`config.mk`:
```
export PLATFORM = sky130hd
export DESIGN_NAME = udp_receive_check_and_port_demux
export DESIGN_NICKNAME = d
export VERILOG_FILES = /design/src/rtl/udprc_pkg.sv /design/src/rtl/udprc_dp.sv /design/src/rtl/udprc_ctrl.sv /design/src/rtl/udp_receive_check_and_port_demux.sv
export VERILOG_INCLUDE_DIRS = /design/src /design/src/rtl
export SDC_FILE = /design/constraint.sdc
export NUM_CORES = 1
export LEC_CHECK = 0
export ABC_AREA = 1
export BUFFER_PORTS_ARGS = -buffer_cell sky130_fd_sc_hd__buf_2
export CAP_MARGIN = 25
export CORE_UTILIZATION = 60
export CTS_CLUSTER_DIAMETER = 80
export CTS_CLUSTER_SIZE = 40
export DETAILED_ROUTE_END_ITERATION = 8
export PLACE_DENSITY = 0.81
export RECOVER_POWER = 50
export SLEW_MARGIN = 20
export SYNTH_ARGS = -nofsm -noshare
export SYNTH_HDL_FRONTEND = slang
export SYNTH_HIERARCHICAL = 1
export SYNTH_SLANG_ARGS = --single-unit
```
`constraint.sdc`:
```
create_clock -name clk_i -period 6.7 [get_ports clk_i]
set_input_delay 0 -clock clk_i [delete_from_list [all_inputs] [get_ports clk_i]]
set_output_delay 0 -clock clk_i [all_outputs]
set_load 0.05 [all_outputs]
```
`src/rtl/udp_receive_check_and_port_demux_defines.svh`:
```
// Assertion macros used by the UDP receive check and port demux top level.
`ifndef UDP_RECEIVE_CHECK_AND_PORT_DEMUX_DEFINES_SVH
`define UDP_RECEIVE_CHECK_AND_PORT_DEMUX_DEFINES_SVH

`ifndef SYNTH
// Same-cycle implication, checked at every rising clock edge outside reset.
`define UDPRC_ASSERT_IMPL(name, clk, rstn, ante, cons) \
  name: assert property (@(posedge clk) disable iff (!rstn) (ante) |-> (cons)) \
    else $error("udprc assertion failed");
// Next-cycle implication, checked at every rising clock edge outside reset.
`define UDPRC_ASSERT_NEXT(name, clk, rstn, ante, cons) \
  name: assert property (@(posedge clk) disable iff (!rstn) (ante) |=> (cons)) \
    else $error("udprc assertion failed");
`else
`define UDPRC_ASSERT_IMPL(name, clk, rstn, ante, cons)
`define UDPRC_ASSERT_NEXT(name, clk, rstn, ante, cons)
`endif

`endif

```
`src/rtl/udprc_pkg.sv`:
```
// Package with the types, codes and constants of the UDP receive check block.
`default_nettype none

package udprc_pkg;

  localparam int Bindings = 8;
  localparam int SlotW    = (Bindings > 1) ? $clog2(Bindings) : 1;

  localparam logic [15:0] UdpHdrLen = 16'd8;
  localparam logic [7:0]  UdpProto  = 8'd17;
  localparam logic [15:0] OnesAll   = 16'hFFFF;
  localparam logic [15:0] CountMax  = 16'hFFFF;
  localparam logic [15:0] SumAlways = 16'd6;

  typedef enum logic [1:0] {
    CMD_BYTE   = 2'd0,
    CMD_BIND   = 2'd1,
    CMD_UNBIND = 2'd2,
    CMD_QUERY  = 2'd3
  } cmd_e;

  typedef enum logic [3:0] {
    ST_DELIVERED    = 4'd0,
    ST_SHORT        = 4'd1,
    ST_BAD_LENGTH   = 4'd2,
    ST_BAD_CHECKSUM = 4'd3,
    ST_UNBOUND_PORT = 4'd4,
    ST_BOUND        = 4'd5,
    ST_IN_USE       = 4'd6,
    ST_FULL         = 4'd7,
    ST_UNBOUND      = 4'd8,
    ST_QUERY        = 4'd9
  } status_e;

  typedef enum logic [2:0] {
    OP_NONE,
    OP_BYTE,
    OP_BIND,
    OP_UNBIND,
    OP_QUERY,
    OP_SUM,
    OP_FOLD,
    OP_REPORT
  } dp_op_e;

  typedef struct packed {
    logic [1:0]  cmd;
    logic [7:0]  data_byte;
    logic        last;
    logic [31:0] src_addr;
    logic [31:0] dst_addr;
    logic [15:0] port;
  } in_word_t;

  typedef struct packed {
    logic [3:0]  status;
    logic [2:0]  slot;
    logic [15:0] src_port;
    logic [15:0] payload_len;
    logic        in_use;
  } out_word_t;

  typedef struct packed {
    dp_op_e  op;
    status_e status;
    logic    key_dest;
  } dp_cmd_t;

  typedef struct packed {
    logic short_len;
    logic bad_len;
    logic cks_present;
    logic fold_done;
    logic fold_ok;
    logic dest_hit;
  } dp_stat_t;

endpackage

`default_nettype wire

```
`src/rtl/udprc_dp.sv`:
```
// Datapath: binding table, per-datagram header capture, checksum sum and fold, result register.
`default_nettype none

module udprc_dp (
  input  logic                 clk_i,
  input  logic                 rst_ni,
  input  udprc_pkg::dp_cmd_t   dp_cmd_i,
  input  udprc_pkg::in_word_t  in_word_i,
  output udprc_pkg::dp_stat_t  dp_stat_o,
  output udprc_pkg::out_word_t out_word_o
);
  import udprc_pkg::*;

  logic [15:0]         slot_port_q [Bindings];
  logic [Bindings-1:0] slot_valid_q, slot_valid_d;
  logic                slot_we;
  logic [SlotW-1:0]    slot_waddr;

  logic [15:0] byte_count_q, byte_count_d;
  logic [31:0] running_sum_q, running_sum_d;
  logic [15:0] header_length_q, header_length_d;
  logic [15:0] dest_port_q, dest_port_d;
  logic [15:0] source_port_q, source_port_d;
  logic        cks_present_q, cks_present_d;
  logic [7:0]  hold_q, hold_d;
  logic [32:0] fold_q, fold_d;
  out_word_t   out_q, out_d;

  logic [15:0]         key;
  logic [Bindings-1:0] match;
  logic                any_hit, any_free;
  logic [SlotW-1:0]    hit_idx, free_idx;

  logic [15:0] idx;
  logic [7:0]  b;
  logic [17:0] pseudo;
  logic        summed;
  logic        add_en;
  logic [31:0] addend;

  assign key = dp_cmd_i.key_dest ? dest_port_q : in_word_i.port;

  // Parallel compare against every slot, then lowest-index priority pick.
  always_comb begin
    hit_idx  = '0;
    free_idx = '0;
    for (int i = 0; i < Bindings; i++) begin
      match[i] = slot_valid_q[i] && (slot_port_q[i] == key);
    end
    for (int i = Bindings - 1; i >= 0; i--) begin
      if (match[i]) begin
        hit_idx = SlotW'(i);
      end
      if (!slot_valid_q[i]) begin
        free_idx = SlotW'(i);
      end
    end
    any_hit  = |match;
    any_free = ~&slot_valid_q;
  end

  assign idx    = byte_count_q;
  assign b      = in_word_i.data_byte;
  assign pseudo = 18'(in_word_i.src_addr[31:16]) + 18'(in_word_i.src_addr[15:0]) +
                  18'(in_word_i.dst_addr[31:16]) + 18'(in_word_i.dst_addr[15:0]);
  assign summed = (idx < SumAlways) || (idx < header_length_q);
  assign add_en = (idx == 16'd0) || (summed && idx[0]);
  assign addend = (idx == 16'd0) ? 32'(pseudo) : {16'd0, hold_q, b};

  always_comb begin
    slot_valid_d    = slot_valid_q;
    slot_we         = 1'b0;
    slot_waddr      = free_idx;
    byte_count_d    = byte_count_q;
    running_sum_d   = running_sum_q;
    header_length_d = header_length_q;
    dest_port_d     = dest_port_q;
    source_port_d   = source_port_q;
    cks_present_d   = cks_present_q;
    hold_d          = hold_q;
    fold_d          = fold_q;
    out_d           = out_q;

    case (dp_cmd_i.op)
      OP_BYTE: begin
        if (add_en) begin
          running_sum_d = running_sum_q + addend;
        end
        case (idx)
          16'd0:   source_port_d   = {b, 8'd0};
          16'd1:   source_port_d   = {source_port_q[15:8], b};
          16'd2:   dest_port_d     = {b, 8'd0};
          16'd3:   dest_port_d     = {dest_port_q[15:8], b};
          16'd4:   header_length_d = {b, 8'd0};
          16'd5:   header_length_d = {header_length_q[15:8], b};
          16'd6,
          16'd7:   cks_present_d   = cks_present_q || (b != 8'd0);
          default: ;
        endcase
        if (summed && !idx[0]) begin
          hold_d = b;
        end
        if (idx != CountMax) begin
          byte_count_d = idx + 16'd1;
        end
      end
      OP_BIND: begin
        out_d = '0;
        if (any_hit) begin
          out_d.status = ST_IN_USE;
          out_d.slot   = 3'(hit_idx);
        end else if (!any_free) begin
          out_d.status = ST_FULL;
        end else begin
          slot_we                = 1'b1;
          slot_valid_d[free_idx] = 1'b1;
          out_d.status           = ST_BOUND;
          out_d.slot             = 3'(free_idx);
        end
      end
      OP_UNBIND: begin
        slot_valid_d = slot_valid_q & ~match;
        out_d        = '0;
        out_d.status = ST_UNBOUND;
      end
      OP_QUERY: begin
        out_d        = '0;
        out_d.status = ST_QUERY;
        out_d.in_use = any_hit;
      end
      OP_SUM: begin
        fold_d = {1'b0, running_sum_q} + 33'(UdpProto) + 33'(header_length_q) +
                 (header_length_q[0] ? {17'd0, hold_q, 8'd0} : 33'd0);
      end
      OP_FOLD: begin
        fold_d = 33'(fold_q[15:0]) + 33'(fold_q[32:16]);
      end
      OP_REPORT: begin
        out_d        = '0;
        out_d.status = dp_cmd_i.status;
        if (dp_cmd_i.status == ST_DELIVERED) begin
          out_d.slot        = 3'(hit_idx);
          out_d.src_port    = source_port_q;
          out_d.payload_len = header_length_q - UdpHdrLen;
        end
        byte_count_d    = '0;
        running_sum_d   = '0;
        header_length_d = '0;
        dest_port_d     = '0;
        source_port_d   = '0;
        cks_present_d   = 1'b0;
        hold_d          = '0;
      end
      default: ;
    endcase
  end

  always_ff @(posedge clk_i or negedge rst_ni) begin
    if (!rst_ni) begin
      slot_valid_q    <= '0;
      byte_count_q    <= '0;
      running_sum_q   <= '0;
      header_length_q <= '0;
      dest_port_q     <= '0;
      source_port_q   <= '0;
      cks_present_q   <= 1'b0;
      hold_q          <= '0;
    end else begin
      slot_valid_q    <= slot_valid_d;
      byte_count_q    <= byte_count_d;
      running_sum_q   <= running_sum_d;
      header_length_q <= header_length_d;
      dest_port_q     <= dest_port_d;
      source_port_q   <= source_port_d;
      cks_present_q   <= cks_present_d;
      hold_q          <= hold_d;
    end
  end

  always_ff @(posedge clk_i) begin
    if (slot_we) begin
      slot_port_q[slot_waddr] <= in_word_i.port;
    end
    fold_q <= fold_d;
    out_q  <= out_d;
  end

  assign dp_stat_o.short_len   = byte_count_q < UdpHdrLen;
  assign dp_stat_o.bad_len     = (header_length_q < UdpHdrLen) ||
                                 (header_length_q > byte_count_q);
  assign dp_stat_o.cks_present = cks_present_q;
  assign dp_stat_o.fold_done   = fold_q[32:16] == 17'd0;
  assign dp_stat_o.fold_ok     = fold_q[15:0] == OnesAll;
  assign dp_stat_o.dest_hit    = any_hit;

  assign out_word_o = out_q;

endmodule

`default_nettype wire

```
`src/rtl/udprc_ctrl.sv`:
```
// Controller: sequences commands, datagram end checks and the result handshake.
`default_nettype none

module udprc_ctrl (
  input  logic                clk_i,
  input  logic                rst_ni,
  input  logic                in_valid_i,
  input  logic [1:0]          in_cmd_i,
  input  logic                in_last_i,
  output logic                in_stall_o,
  output logic                out_valid_o,
  input  logic                out_stall_i,
  output udprc_pkg::dp_cmd_t  dp_cmd_o,
  input  udprc_pkg::dp_stat_t dp_stat_i
);
  import udprc_pkg::*;

  typedef enum logic [1:0] {
    S_IDLE,
    S_CHECK,
    S_FOLD,
    S_LOOKUP
  } state_e;

  state_e state_q, state_d;
  logic   out_valid_q, out_valid_d;
  logic   out_free;
  logic   accept;
  logic   emit;

  assign out_free   = !out_valid_q || !out_stall_i;
  assign in_stall_o = !((state_q == S_IDLE) && out_free);
  assign accept     = in_valid_i && !in_stall_o;

  always_comb begin
    state_d           = state_q;
    emit              = 1'b0;
    dp_cmd_o.op       = OP_NONE;
    dp_cmd_o.status   = ST_DELIVERED;
    dp_cmd_o.key_dest = (state_q != S_IDLE);

    case (state_q)
      S_IDLE: begin
        if (accept) begin
          case (in_cmd_i)
            CMD_BYTE: begin
              dp_cmd_o.op = OP_BYTE;
              if (in_last_i) begin
                state_d = S_CHECK;
              end
            end
            CMD_BIND: begin
              dp_cmd_o.op = OP_BIND;
              emit        = 1'b1;
            end
            CMD_UNBIND: begin
              dp_cmd_o.op = OP_UNBIND;
              emit        = 1'b1;
            end
            CMD_QUERY: begin
              dp_cmd_o.op = OP_QUERY;
              emit        = 1'b1;
            end
            default: ;
          endcase
        end
      end
      S_CHECK: begin
        if (dp_stat_i.short_len || dp_stat_i.bad_len) begin
          if (out_free) begin
            dp_cmd_o.op     = OP_REPORT;
            dp_cmd_o.status = dp_stat_i.short_len ? ST_SHORT : ST_BAD_LENGTH;
            emit            = 1'b1;
            state_d         = S_IDLE;
          end
        end else if (dp_stat_i.cks_present) begin
          dp_cmd_o.op = OP_SUM;
          state_d     = S_FOLD;
        end else begin
          state_d = S_LOOKUP;
        end
      end
      S_FOLD: begin
        if (!dp_stat_i.fold_done) begin
          dp_cmd_o.op = OP_FOLD;
        end else if (!dp_stat_i.fold_ok) begin
          if (out_free) begin
            dp_cmd_o.op     = OP_REPORT;
            dp_cmd_o.status = ST_BAD_CHECKSUM;
            emit            = 1'b1;
            state_d         = S_IDLE;
          end
        end else begin
          state_d = S_LOOKUP;
        end
      end
      S_LOOKUP: begin
        if (out_free) begin
          dp_cmd_o.op     = OP_REPORT;
          dp_cmd_o.status = dp_stat_i.dest_hit ? ST_DELIVERED : ST_UNBOUND_PORT;
          emit            = 1'b1;
          state_d         = S_IDLE;
        end
      end
      default: state_d = S_IDLE;
    endcase

    out_valid_d = emit || (out_valid_q && out_stall_i);
  end

  always_ff @(posedge clk_i or negedge rst_ni) begin
    if (!rst_ni) begin
      state_q     <= S_IDLE;
      out_valid_q <= 1'b0;
    end else begin
      state_q     <= state_d;
      out_valid_q <= out_valid_d;
    end
  end

  assign out_valid_o = out_valid_q;

endmodule

`default_nettype wire

```
`src/rtl/udp_receive_check_and_port_demux.sv`:
```
// Top level of the UDP receive check and port demultiplexer.
//
// The input channel carries one word per handshake: a datagram byte, or a
// bind, unbind or query request for a port. A word is taken at a rising edge
// where in_valid_i is high and in_stall_o is low. The output channel presents
// one result word per bind, unbind and query request, and one per datagram,
// produced when the byte flagged last is taken.
// Requests and non-final bytes are taken back to back while the output is
// free; a request's result sits in the output register from the next cycle
// on. After a final byte the block makes the length checks in S_CHECK and
// forms the sum in that state when the checksum field is nonzero; a failed
// length check is reported from there. The end-around carry fold then runs
// in S_FOLD, which reports a bad checksum, and the port lookup in S_LOOKUP
// loads the result; no word is taken meanwhile.
// A new word is accepted while the previous result is being taken, but not
// while a result waits under out_stall_i, since the output register has one
// place. Reset empties the binding table, clears the datagram state and
// leaves no result pending.
`default_nettype none
`include "udp_receive_check_and_port_demux_defines.svh"

module udp_receive_check_and_port_demux (
  input  logic                 clk_i,
  input  logic                 rst_ni,
  input  logic                 in_valid_i,
  output logic                 in_stall_o,
  input  udprc_pkg::in_word_t  in_word_i,
  output logic                 out_valid_o,
  input  logic                 out_stall_i,
  output udprc_pkg::out_word_t out_word_o
);
  import udprc_pkg::*;

  dp_cmd_t  dp_cmd;
  dp_stat_t dp_stat;

  logic last_taken;
  logic out_in_use;
  logic out_extra;
  logic fields_clear;

  // The controller sees only the command and end-of-datagram flag of the
  // word; all payload stays in the datapath.
  udprc_ctrl u_ctrl (
    .clk_i       (clk_i),
    .rst_ni      (rst_ni),
    .in_valid_i  (in_valid_i),
    .in_cmd_i    (in_word_i.cmd),
    .in_last_i   (in_word_i.last),
    .in_stall_o  (in_stall_o),
    .out_valid_o (out_valid_o),
    .out_stall_i (out_stall_i),
    .dp_cmd_o    (dp_cmd),
    .dp_stat_i   (dp_stat)
  );

  udprc_dp u_dp (
    .clk_i      (clk_i),
    .rst_ni     (rst_ni),
    .dp_cmd_i   (dp_cmd),
    .in_word_i  (in_word_i),
    .dp_stat_o  (dp_stat),
    .out_word_o (out_word_o)
  );

  assign last_taken   = in_valid_i && !in_stall_o && in_word_i.cmd == CMD_BYTE &&
                        in_word_i.last;
  assign out_in_use   = out_valid_o && out_word_o.in_use;
  assign out_extra    = out_valid_o && out_word_o.status != ST_DELIVERED;
  assign fields_clear = out_word_o.src_port == 16'd0 && out_word_o.payload_len == 16'd0;

  // A final byte always starts the end-of-datagram sequence, so the input
  // must be held off on the following cycle.
  `UDPRC_ASSERT_NEXT(a_last_byte_busy, clk_i, rst_ni, last_taken, in_stall_o)

  // Only a query answer may carry the in-use flag.
  `UDPRC_ASSERT_IMPL(a_in_use_query, clk_i, rst_ni, out_in_use, out_word_o.status == ST_QUERY)

  // Source port and payload length are reported for delivered datagrams only.
  `UDPRC_ASSERT_IMPL(a_fields_delivered, clk_i, rst_ni, out_extra, fields_clear)

endmodule

`default_nettype wire

```
---- Word-level counts from Yosys, hierarchy flattened ----
Memories as Yosys holds them, arrays and structs flattened.
Cells that the tools add are included.
operators by class
  bitwise gates (word level) .............. 3
  reduce and logical (&&, ||, !) cells .... 52
  eq/ne operators ......................... 49
  magnitude comparators ................... 7
  muxes and demuxes ....................... 80
  $add $sub $neg .......................... 10
operator list
  operator                                             number
  one-hot mux 16 bit (2 select lines)                  7
  one-hot mux 40 bit (4 select lines)                  1
  == test 16 bit                                       8
  two-way mux 3 bit                                    22
  one-hot mux 33 bit (2 select lines)                  1
  == test 16 x 3 -> 1 bit, second input constant       4
  one-hot mux 32 bit (2 select lines)                  1
  two-way mux 16 bit                                   3
  adder 18 x 16 -> 18 bit                              2
  two-way mux 35 bit                                   1
  two-way mux 7 bit                                    5
  adder 32 x 5 -> 33 bit, second input constant        1
  adder 33 x 16 -> 33 bit                              1
  adder 33 bit                                         1
  adder 32 bit                                         1
  == test 16 x 2 -> 1 bit, second input constant       2
  < comparator 16 x 4 -> 1 bit, second input constant  2
  two-way mux 32 bit                                   1
  one-hot mux 8 bit (2 select lines)                   2
  two-way mux 8 bit                                    3
  one-hot mux 3 bit (4 select lines)                   2
  != test 2 bit, second input constant                 10
  adder 16 x 17 -> 18 bit                              1
  two-way mux 18 bit                                   1
  other kinds (47)                                     118
word-level totals
  bits of input ports ..................... 95
  output and inout port bits .............. 42
  memories kept ........................... 1
  bits in writable memories ............... 128
  register bits ........................... 189
  logic and storage cells ................. 221
memory list
  name              words  bits a word  rd ports  clocked after Yosys merged registers in  write ports  RTL line        text
  u_dp.slot_port_q  8      16           8         0                                        1            udprc_dp.sv:14  logic [15:0] slot_port_q [Bindings];

---- Logic depth before layout (Yosys ltp) ----
Gate-level depths: netlist of run 1.
  depth in word-level cells ............... 16
  depth in mapped cells ................... 29
  gate-level depth less buffers ........... 29

---- Hierarchy ----
The synthesis of run 1 kept the hierarchy.
by module, submodules not included
  module      cells an instance  times used  area an instance (um2)  sequential area each (um2)
  udprc_dp    2625               1           20659.8                 8863.5
  udprc_ctrl  65                 1           415.4                   75.1

---- Worst setup path after synthesis of run 1 ----
OpenSTA, ideal clock, no wires.
  kind .................................... flip-flop to flip-flop
  from .................................... reg u_dp.header_length_q[5]
  to ...................................... reg u_dp.out_q, in the netlist u_dp/out_word_o[0], enable pin
  library setup time ...................... 0.532 ns
  required time ........................... 6.168 ns
  period minus slack after synthesis ...... 4.180 ns
  buffers on the path ..................... 1
  stages on the path, launching flop included .. 17
  setup slack ............................. 2.520 ns
  arrival time ............................ 3.648 ns
  path through ............................ dfrtp_1 nor2_1 inv_1 nor4_1 nand3_1 inv_1 nand2_1 or2_2 o21ai_0 nor2_2 o211ai_1 nand3_1 inv_1 nor3_1 clkbuf_1 nor3_1 nand2_1
RTL lines
  item                      RTL line         text
  start: declaration        udprc_dp.sv:21   logic [15:0] header_length_q, header_length_d;
  start signal: assignment  udprc_dp.sv:172  header_length_q <= header_length_d;
  end signal: assignment    udprc_dp.sv:185  out_q <= out_d;
  end: declaration          udprc_dp.sv:27   out_word_t out_q, out_d;

==> summary.log, run 1 <==
qor: synth.post_synth_edffs 201
qor: pwr.netSwitchingFraction 53.03%
qor: floorplanning.core_region_area 0.03454 mm²
qor: run_status.failing_checks capacitance limit, slew limit
qor: min_path.whs_path_cells 6
qor: sta.final-hold-violation-count 0
qor: floorplanning.design.die.area 0.03588 mm²
qor: min_path.worstHoldEndpoint u_ctrl/state_q[0]
qor: global_routing.globalRouteMet2Util 57.82%
qor: setup_path.r2r-start u_dp/header_length_q[5]
qor: global_routing.gr-usage-met3 3.058%
qor: synth.synth_top_flop_cell edfxtp_1
qor: cts.cts-htree-levels 1
qor: global_routing.met1_usage 40.43%
qor: finish.layout_overhead_on_the_synthesized_area 9.143%
qor: routing.drt-vias-per-instance 5.670
qor: finish.post_route_utilization 66.59%
qor: setup_path.end_kind flop
qor: min_path.holdCritStartpoint out_stall_i
qor: synth.mappedNetlistArea 0.02108 mm²
qor: global_routing.grt_pass1_wl 92310 µm
qor: synth.yosysSeqAreaShare 42.41%
qor: setup_path.timing.setup.critical_path_class flop to flop
qor: synth.synth_fp_nets 2927
qor: synth.synthTopCellsByArea edfxtp_1 (29%), nand2_1 (14%), dfrtp_1 (14%)
qor: routing.drt_pass1_iterations 8
qor: pwr.leakage 11.41 nW
qor: setup_path.reg2regPathDepth 20
qor: setup_path.worst-endpoint-arrival 5810 ps
qor: global_routing.gr-total-overflow 0
qor: pwr.internal_power 5.404 mW
qor: finish.fillCellCount 2864
qor: synth.synth_async_reset_ratio 36.59%
qor: sta.setup-tns-final 0 ps
qor: finish.final_common_cell nand2_1
qor: setup_path.worst_r2r_endpoint u_dp/source_port_q[12]
qor: global_routing.grt-busiest-layer met2
qor: place.dp_hpwl 44940 µm
qor: routing.drt-initial-drc-count 1800
qor: routing.total_routed_length 58960 µm
qor: pwr.power.clock.fraction 10.9%
qor: pwr.share_seq_of_total_power 28.7%
qor: global_routing.grt_max_degree 69
qor: synth.number_of_warnings_reported_in_the_yosys_synthesis_log 6
qor: setup_path.path_max_fanout 18
qor: finish.drive_above_1_share 6.171%
qor: min_path.worstHoldPathType input pin to flop
qor: finish.mostFrequentLayoutCells nand2_1 (784), inv_1 (431), nor2_1 (222), edfxtp_1 (201), nand3_1 (163)
qor: global_routing.grt_pass1_vias 18023
qor: synth.mean_instance_size_in_the_synthesized_netlist 7.835 µm²
qor: pwr.vdd_drop_max 0.3538 mV
qor: sta.worst_slew_margin_rel -165.8%
qor: pwr.net_switching_power_of_the_design 6.101 mW
qor: synth.yosysUniqueCellTypes 53
qor: sta.worst_slew_pin_slew 3986 ps
qor: floorplanning.design.portCount 137
qor: sta.final-max-slew-violation-count 69
qor: flow_run.cap_viol_max_count 1
qor: cts.cts_tree built
qor: sta.post-route-min-period 5359 ps
qor: synth.area_fraction_of_the_dominant_cell_type_after_synthesis 28.64%
qor: floorplanning.rows 68
qor: setup_path.worstPathRequired 7150 ps
qor: pwr.power.share.combinational 60.3%
qor: global_routing.grt_use_total 32.82%
qor: setup_path.start_kind flop
qor: place.routabilityCongestion 0.9692
qor: cts.cts_made_buffers 17
qor: run_status.result_of_the_run finished with violations
qor: routing.route.vias.total 18750
qor: global_routing.antenna_found_initial 0
qor: floorplanning.start_util 61.01%
qor: cts.cts-root-buf clkbuf_16
qor: cts.clock_tree.buffer_depth 3
qor: sta.rsz0062_at_grt false
qor: sta.min_period_over_period 79.98%
qor: cts.clk_lat_worst_skew 540 ps
qor: sta.skew 33.97 ps
qor: cts.count_of_cells_resized_by_post_cts_repair 0
qor: synth.ys_ff_latch 317
qor: setup_path.rrSetupSlack 1340 ps
qor: floorplanning.die-width 189.4 µm
qor: cts.clk_transition_reported_paths 100 ps
qor: routing.avgRoutedWirePerCell 17.83 µm
qor: floorplanning.die_y 189.4 µm
qor: sta.report.final.setup_viol 0
qor: pwr.power_per_cell_area 500.1 mW/mm²
qor: routing.drt_drc_violations_left 0
qor: sta.timing.fmax 186.6 MHz
qor: finish.diodes 0
qor: cts.cts.sinks 317
qor: synth.synth.largest_area_cell edfxtp_1
qor: finish.layout.nets 3079
qor: routing.drtAntennaViolNets 0
qor: synth.netlist_instances 2690
qor: place.io_buffers 136
[registers in the layout, indices dropped and copies added (netlist names), 8 cells and up]
signal,count
u_dp/source_port_q,16
u_dp/header_length_q,16
u_dp/out_word_o,40
u_dp/dest_port_q,16
u_dp/running_sum_q,32
u_dp/fold_q,33
u_dp/byte_count_q,16
u_dp/hold_q,8
u_dp/slot_valid_q,8
u_dp/slot_port_q,128
[worst max-delay path: stages (launching register included)]
cell and delay (ps):
dfrtp_1 500, nor2_1 140, inv_1 60, nor4_1 430
nand3_1 230, inv_1 90, nand2_1 60, or2_2 280
o21ai_0 190, nor2_1 140, nor2_1 150, nand2_1 100
nand3_1 160, inv_1 90, nor3_1 170, clkbuf_1 520
inv_1 470, nand2_1 420, nor3b_4 670, nand4_1 230
o21ai_1 150
[cell type report]
class	instances	area (µm²)	area share [%]
inverters	441	1655	7.196
flip-flops and latches	317	8939	38.86
clock inverters	10	151.4	0.6582
repair buffers	175	969.7	4.216
multi-input cells	1890	10260	44.63
well taps	455	569.3	2.475
clock buffers	19	452.9	1.969
[logic make-up after synthesis]
kind of cell / after synthesis / synth area share [%]
muxes: 2 / 0.09499
buffers and inverters: 483 / 8.810
other: 1 / 0.01779
DFF: 317 / 42.41
AOI/OAI and AO/OA: 365 / 9.487
xor gates and xnor gates: 66 / 2.743
and+or+nand+nor: 1314 / 26.47
adders and majority gates: 142 / 9.962
[layer usage]
metal	wire length (µm)	vias up	share of wire, %
li1	-	9021	-
met1	23240	8804	39
met2	29160	775	49
met3	3474	150	5.9
met4	3081	0	5.2
met5	0	-	0
[how the worst max path moves through the flow]
stage | cells after the start | slack [ps] | endpoint | start
3_3_place_gp | 25 | 2000 | u_dp/running_sum_q[31] | in_word_i[19]
6_report | 20 | 1340 | u_dp/source_port_q[12] | u_dp/header_length_q[5]
5_1_grt | 20 | 900 | u_dp/source_port_q[8] | u_dp/header_length_q[5]
2_1_floorplan | 16 | 2520 | u_dp/out_word_o[0] | u_dp/header_length_q[5]
4_1_cts | 20 | 1960 | u_dp/hold_q[2] | u_dp/header_length_q[5]
3_5_place_dp | 30 | 1880 | u_dp/running_sum_q[31] | in_word_i[17]
[power groups by stage]
stage | logic [mW] | clock network, mW | registers (mW)
after floorplan | 4.61 | 0 | 3.65
after global placement | 6.68 | 0 | 3.30
after detailed placement | 6.85 | 0 | 3.33
after CTS | 6.91 | 1.28 | 3.29
after global routing | 7.66 | 1.34 | 3.35
final | 6.94 | 1.26 | 3.31
[cell usage after synthesis, types with 5 or more instances]
| cell | n |
|---|---|
| nand3b_1 | 5 |
| buf_1 | 7 |
| inv_1 | 431 |
| nand4_1 | 46 |
| xor2_1 | 47 |
| a31oi_1 | 5 |
| nor3_1 | 21 |
| edfxtp_1 | 201 |
| inv_2 | 7 |
| dfrtp_1 | 116 |
| ha_1 | 99 |
| a21boi_0 | 5 |
| or2_2 | 13 |
| nand2_4 | 6 |
| o211ai_1 | 9 |
| clkbuf_1 | 21 |
| nor2_1 | 221 |
| o21ai_1 | 16 |
| buf_4 | 8 |
| nand2_2 | 22 |
| buf_2 | 5 |
| a21oi_1 | 140 |
| xnor2_1 | 19 |
| o31ai_1 | 18 |
| o21ai_0 | 131 |
| o21a_1 | 5 |
| o21bai_1 | 5 |
| nand3_1 | 163 |
| o22ai_1 | 21 |
| nor4_1 | 19 |
| nand2_1 | 783 |
| fa_1 | 43 |
[metrics by stage]
step	setup slack [ps]	area [µm²]	hold WS [ps]	power, mW	std cells
after floorplan	2520	21080	-295.6	8.260	2690
after global placement	2000	22210	157.7	9.988	3250
after detailed placement	1882	22240	191.6	10.18	3251
after CTS	1957	23100	52.41	11.48	3305
after global routing	902.2	23000	103.1	12.35	3307
final	1341	23000	74.14	11.50	3307
[timing repair]
item,4_1_cts,5_1_grt
endpoints found under the hold margin,202,0
hold buffers,25,0
endpoints found under the setup margin,0,0
buffers inserted,0,0
(Power assumes the default switching activity.)
==> run 2, diff against run 1 <==
CORE_UTILIZATION = 56   (was 60)
PLACE_DENSITY = 0.79   (was 0.81)
clock period = 4.57 ns   (was 6.7 ns; I/O delays follow)
==> summary.log, run 2 (synthesis gave the netlist of run 1 again) <==
qor: routing.drt-vias-per-instance 5.630
qor: place.routabilityCongestion 0.9625
qor: finish.drive_above_1_share 7.938%
qor: setup_path.reg2regPathDepth 18
qor: pwr.vdd_drop_max 0.4397 mV
qor: sta.timing.fmax 235.0 MHz
qor: setup_path.rrSetupSlack 310 ps
qor: floorplanning.die-width 196.0 µm
qor: sta.post-route-min-period 4255 ps
qor: routing.drtAntennaViolNets 0
qor: min_path.holdCritStartpoint in_word_i[64]
qor: run_status.result_of_the_run finished with violations
qor: cts.clk_transition_reported_paths 110 ps
qor: place.place_area 0.02261 mm²
qor: run_status.failing_checks capacitance limit, slew limit
qor: routing.total_routed_length 58500 µm
qor: setup_path.r2r-start u_dp/byte_count_q[3]
qor: global_routing.grt_use_total 30.74%
qor: setup_path.timing.setup.critical_path_class flop to flop
qor: place.number_of_cells_after_detailed_placement 3312
qor: finish.layout_overhead_on_the_synthesized_area 11.59%
qor: place.io_buffers 136
qor: setup_path.start_kind flop
qor: floorplanning.rows 70
qor: cts.cts_made_buffers 18
qor: pwr.total_power 17.28 mW
qor: floorplanning.die_y 196.0 µm
qor: sta.final-hold-violation-count 0
qor: cts.clock_tree.buffer_depth 3
qor: setup_path.end_kind flop
qor: sta.rsz0062_at_grt false
qor: pwr.leakage 11.70 nW
qor: min_path.worstHoldEndpoint u_dp/running_sum_q[0]
qor: sta.worst_slew_pin_slew 3248 ps
qor: finish.max_flop_register u_dp/slot_port_q
qor: global_routing.grt_pass1_wl 93760 µm
qor: floorplanning.start_util 57.29%
qor: finish.diodes 0
qor: cts.cts-root-buf clkbuf_16
qor: setup_path.worstPathRequired 4740 ps
qor: finish.final_common_cell nand2_1
qor: sta.report.final.setup_viol 0
qor: routing.drt_pass1_iterations 6
qor: finish.number_of_flip_flops_under_the_largest_register_name 128
qor: finish.instances_no_fill 3378
qor: finish.fillCellCount 3197
qor: sta.worst_slew_margin_rel -116.5%
qor: global_routing.antenna_found_initial 0
qor: sta.worst_hold_slack 157.4 ps
qor: finish.mostFrequentLayoutCells nand2_1 (779), inv_1 (430), nor2_1 (222), edfxtp_1 (201), nand3_1 (163)
qor: finish.area_of_combinational_cells_with_multiple_inputs 0.01029 mm²
qor: routing.drt-initial-drc-count 1492
qor: place.dp_hpwl 45580 µm
qor: finish.layout.nets 3135
qor: sta.final-max-slew-violation-count 113
qor: finish.final_design_area_no_fill 0.02352 mm²
qor: cts.cts-htree-levels 1
qor: cts.cts.sinks 317
qor: setup_path.path_max_fanout 33
qor: setup_path.worst_r2r_endpoint u_dp/fold_q[9]
qor: sta.setup-tns-final 0 ps
qor: cts.cts_tree built
qor: sta.skew 71.66 ps
qor: min_path.whs_path_cells 7
qor: min_path.worstHoldPathType input pin to flop
qor: global_routing.gr-total-overflow 0
qor: floorplanning.core_region_area 0.03679 mm²
qor: routing.route.vias.total 19019
qor: setup_path.worst-endpoint-arrival 4420 ps
qor: finish.regArea 0.008939 mm²
qor: floorplanning.design.die.area 0.03841 mm²
qor: routing.avgRoutedWirePerCell 17.32 µm
qor: flow_run.cap_viol_max_count 2
qor: routing.drt_drc_violations_left 0
qor: global_routing.grt_pass1_vias 18610
qor: sta.min_period_over_period 93.11%
qor: cts.clk_lat_worst_skew 580 ps
qor: floorplanning.design.portCount 137
qor: pwr.power_per_cell_area 734.7 mW/mm²
qor: global_routing.grt_max_degree 61
## run 2: repair_timing
item / CTS / global route
hold endpoints to repair: 264 / 5
gates resized for setup: 0 / 5
endpoints found under the setup margin: 0 / 40
hold buffers: 31 / 1
buffers inserted: 0 / 1
## run 2: area by class of cell
cell class / count / area share (%)
Sequential cell: 317 / 38.01
Multi-Input combinational cell: 1890 / 43.76
Tap cell: 468 / 2.490
Clock buffer: 20 / 1.947
Timing Repair Buffer: 230 / 5.937
Inverter: 441 / 7.038
Clock inverter: 12 / 0.8193
## run 2: worst max-delay path, cell delays in order (launching register included)
cell	delay, ps
dfrtp_1	580
inv_1	90
ha_1	320
a21oi_1	140
o21ai_0	90
nand2_1	70
o211ai_1	110
nand2_1	80
nand2_1	50
nand2_1	100
o21ai_0	120
nor2_1	350
nand2_1	120
o211ai_1	160
nand3_1	220
nor3_1	430
inv_1	110
nand2_1	70
clkbuf_2	630
## run 2: per-stage QoR
step | util, % | setup slack (ps)
after detailed placement | 61.47 | -70.23
after floorplan | - | 389.8
after CTS | 64.09 | 366.2
after global routing | 63.94 | 20.96
after global placement | 61.47 | -9.040
final | 63.94 | 314.7
## run 2: how the worst max path moves through the flow
stage	start	end	slack, ps	cells past startpoint
after floorplan	u_dp/header_length_q[5]	u_dp/out_word_o[0]	390	16
after global placement	in_word_i[22]	u_dp/running_sum_q[28]	-9	26
after detailed placement	in_word_i[22]	u_dp/running_sum_q[31]	-70	28
after CTS	u_dp/header_length_q[5]	u_dp/out_word_o[29]	370	17
after global routing	in_word_i[22]	u_dp/running_sum_q[31]	20	28
final	u_dp/byte_count_q[3]	u_dp/fold_q[9]	310	18
## run 2: where the power goes
part	switching (mW)	internal, mW
combinational	7.37	3.16
sequential	0.555	4.26
clock	1.12	0.820
## run 2: routing by layer
layer | track usage [%] | share of wire (%)
met1 | 37.71 | 40
met2 | 55.83 | 50
met3 | 2.630 | 6.0
met4 | 12.27 | 4.1
met5 | 0 | 0
==> run 3, diff against run 2 <==
MAX_ROUTING_LAYER = met4   (was unset)
==> summary.log, run 3 (synthesis gave the netlist of run 1 again) <==
qor: pwr.total_power 17.29 mW
qor: routing.drt_pass1_iterations 5
qor: flow_run.cap_viol_max_count 2
qor: sta.post-route-min-period 4225 ps
qor: routing.drt_drc_violations_left 0
qor: cts.cts_tree built
qor: sta.worst_slew_margin_rel -123.3%
qor: run_status.result_of_the_run finished with violations
qor: pwr.internal_power 8.235 mW
qor: setup_path.path_max_fanout 26
qor: global_routing.grt_use_total 31.47%
qor: setup_path.timing.setup.critical_path_class flop to flop
qor: cts.clk_lat_worst_skew 560 ps
qor: pwr.netSwitchingFraction 52.38%
qor: finish.number_of_flip_flops_under_the_largest_register_name 128
qor: pwr.share_seq_of_total_power 27.7%
qor: floorplanning.die-width 196.0 µm
qor: finish.post_route_utilization 64.02%
qor: finish.mostFrequentLayoutCells nand2_1 (782), inv_1 (430), nor2_1 (222), edfxtp_1 (201), nand3_1 (163)
qor: finish.final_common_cell nand2_1
qor: routing.route.vias.total 18875
qor: global_routing.grt_max_degree 62
qor: floorplanning.start_util 57.29%
qor: sta.rsz0062_at_grt false
qor: finish.drive_above_1_share 8.007%
qor: place.routabilityCongestion 0.9815
qor: global_routing.grt_pass1_wl 92250 µm
qor: global_routing.grt_pass1_vias 18098
qor: global_routing.antenna_found_initial 0
qor: routing.drt-initial-drc-count 1455
qor: sta.min_period_over_period 92.45%
qor: pwr.power.clock.fraction 11.0%
qor: run_status.failing_checks capacitance limit, slew limit
qor: global_routing.gr-total-overflow 0
qor: cts.cts-htree-levels 1
qor: finish.layout.nets 3136
qor: finish.diodes 0
qor: sta.post_route_setup_slack 345.1 ps
qor: routing.avgRoutedWirePerCell 17.37 µm
qor: floorplanning.design.portCount 137
qor: finish.instances_no_fill 3378
qor: routing.drt-vias-per-instance 5.588
qor: sta.timing.fmax 236.7 MHz
qor: routing.drtAntennaViolNets 0
qor: sta.final-max-slew-violation-count 106
qor: sta.skew 62.06 ps
qor: floorplanning.die_y 196.0 µm
qor: finish.layout_overhead_on_the_synthesized_area 11.75%
qor: pwr.power_per_cell_area 734.2 mW/mm²
qor: pwr.leakage 11.71 nW
qor: place.number_of_cells_after_detailed_placement 3313
qor: sta.final-hold-violation-count 0
qor: setup_path.end_kind flop
qor: setup_path.start_kind flop
qor: setup_path.worstPathRequired 5030 ps
qor: cts.clk_transition_reported_paths 120 ps
qor: cts.cts_made_buffers 17
qor: cts.cts.sinks 317
qor: min_path.worstHoldPathType input pin to flop
qor: routing.total_routed_length 58690 µm
qor: cts.clock_tree.buffer_depth 3
qor: setup_path.worst-endpoint-arrival 4680 ps
qor: cts.cts-root-buf clkbuf_16
qor: pwr.net_switching_power_of_the_design 9.057 mW
qor: finish.max_flop_register u_dp/slot_port_q
qor: place.io_buffers 136
qor: place.dp_hpwl 45380 µm
qor: sta.worst_slew_pin_slew 3350 ps
qor: sta.report.final.setup_viol 0
qor: pwr.power.share.combinational 61.2%
qor: floorplanning.design.die.area 0.03841 mm²
qor: floorplanning.rows 70
qor: pwr.vdd_drop_max 0.4605 mV
qor: place.detailedPlace.worstSlack -69.91 ps
qor: sta.worst_hold_slack 33.86 ps
qor: floorplanning.core_region_area 0.03679 mm²
-- run 3: power groups by stage --
stage | Clock (mW) | Sequential, mW | Combinational [mW]
3_3_place_gp | 0 | 4.80 | 10.2
6_report | 1.91 | 4.79 | 10.6
5_1_grt | 2.03 | 4.86 | 11.8
2_1_floorplan | 0 | 5.36 | 6.75
4_1_cts | 1.93 | 4.76 | 10.5
3_5_place_dp | 0 | 4.83 | 10.4
-- run 3: worst paths after layout --
| kind | startpoint | depth (start not counted) | slack (ps) | end |
|---|---|---|---|---|
| max | u_dp/header_length_q[5] | 19 | 350 | u_dp/header_length_q[11] |
| min | in_word_i[87] | 3 | 30 | u_dp/dest_port_q[6] |
| max reg2reg | u_dp/header_length_q[5] | 19 | 350 | u_dp/header_length_q[11] |
| min reg2reg | u_dp/dest_port_q[3] | 2 | 530 | u_dp/dest_port_q[3] |
| max in group asynchronous | rst_ni | 3 | 1250 | u_dp/dest_port_q[10] |
| min in group asynchronous | rst_ni | 3 | 800 | u_dp/running_sum_q[18] |
-- run 3: final cells by class --
class                   count  area, µm²
fillers                  3166      13230
multi-input cells        1890      10300
flip-flops and latches    317       8939
inverters                 441       1655
repair buffers            232       1413
well taps                 468      585.6
clock buffers              17      425.4
clock inverters            13      237.7
-- run 3: through the flow --
step | cell area (µm²) | TNS [ps]
2_1_floorplan | 21080 | 0
3_3_place_gp | 22620 | 0
3_5_place_dp | 22620 | -128.6
4_1_cts | 23570 | 0
5_1_grt | 23550 | 0
6_report | 23550 | 0
-- run 3: routing by layer --
| layer | global-route usage (%) | routed length [µm] | vias to the layer above |
|---|---|---|---|
| met5 | - | 0 | - |
| met4 | 12.85 | 2439 | 0 |
| met3 | 2.974 | 3382 | 132 |
| met2 | 54.46 | 29180 | 687 |
| met1 | 37.84 | 23690 | 8911 |
| li1 | - | - | 9145 |
-- run 3: timing repair --
| action | CTS | global route |
|---|---|---|
| setup endpoints to repair | 0 | 50 |
| resized for setup | 0 | 6 |
| endpoints found under the hold margin | 254 | 4 |
| hold buffers | 29 | 1 |
| buffers inserted | 0 | 2 |
-- run 3: critical path, stage by stage (launching register included) --
cell and delay, ps:
dfrtp_1 490, nor2_1 140, inv_1 70, nor4_1 230
buf_4 200, nand3_1 100, inv_1 70, nand2_1 50
or2_2 290, o21ai_1 170, nor2_1 140, o211ai_1 310
nand3_1 240, inv_1 200, nor3_2 70, buf_4 200
inv_2 80, buf_4 270, nand2_1 430, o31ai_1 370
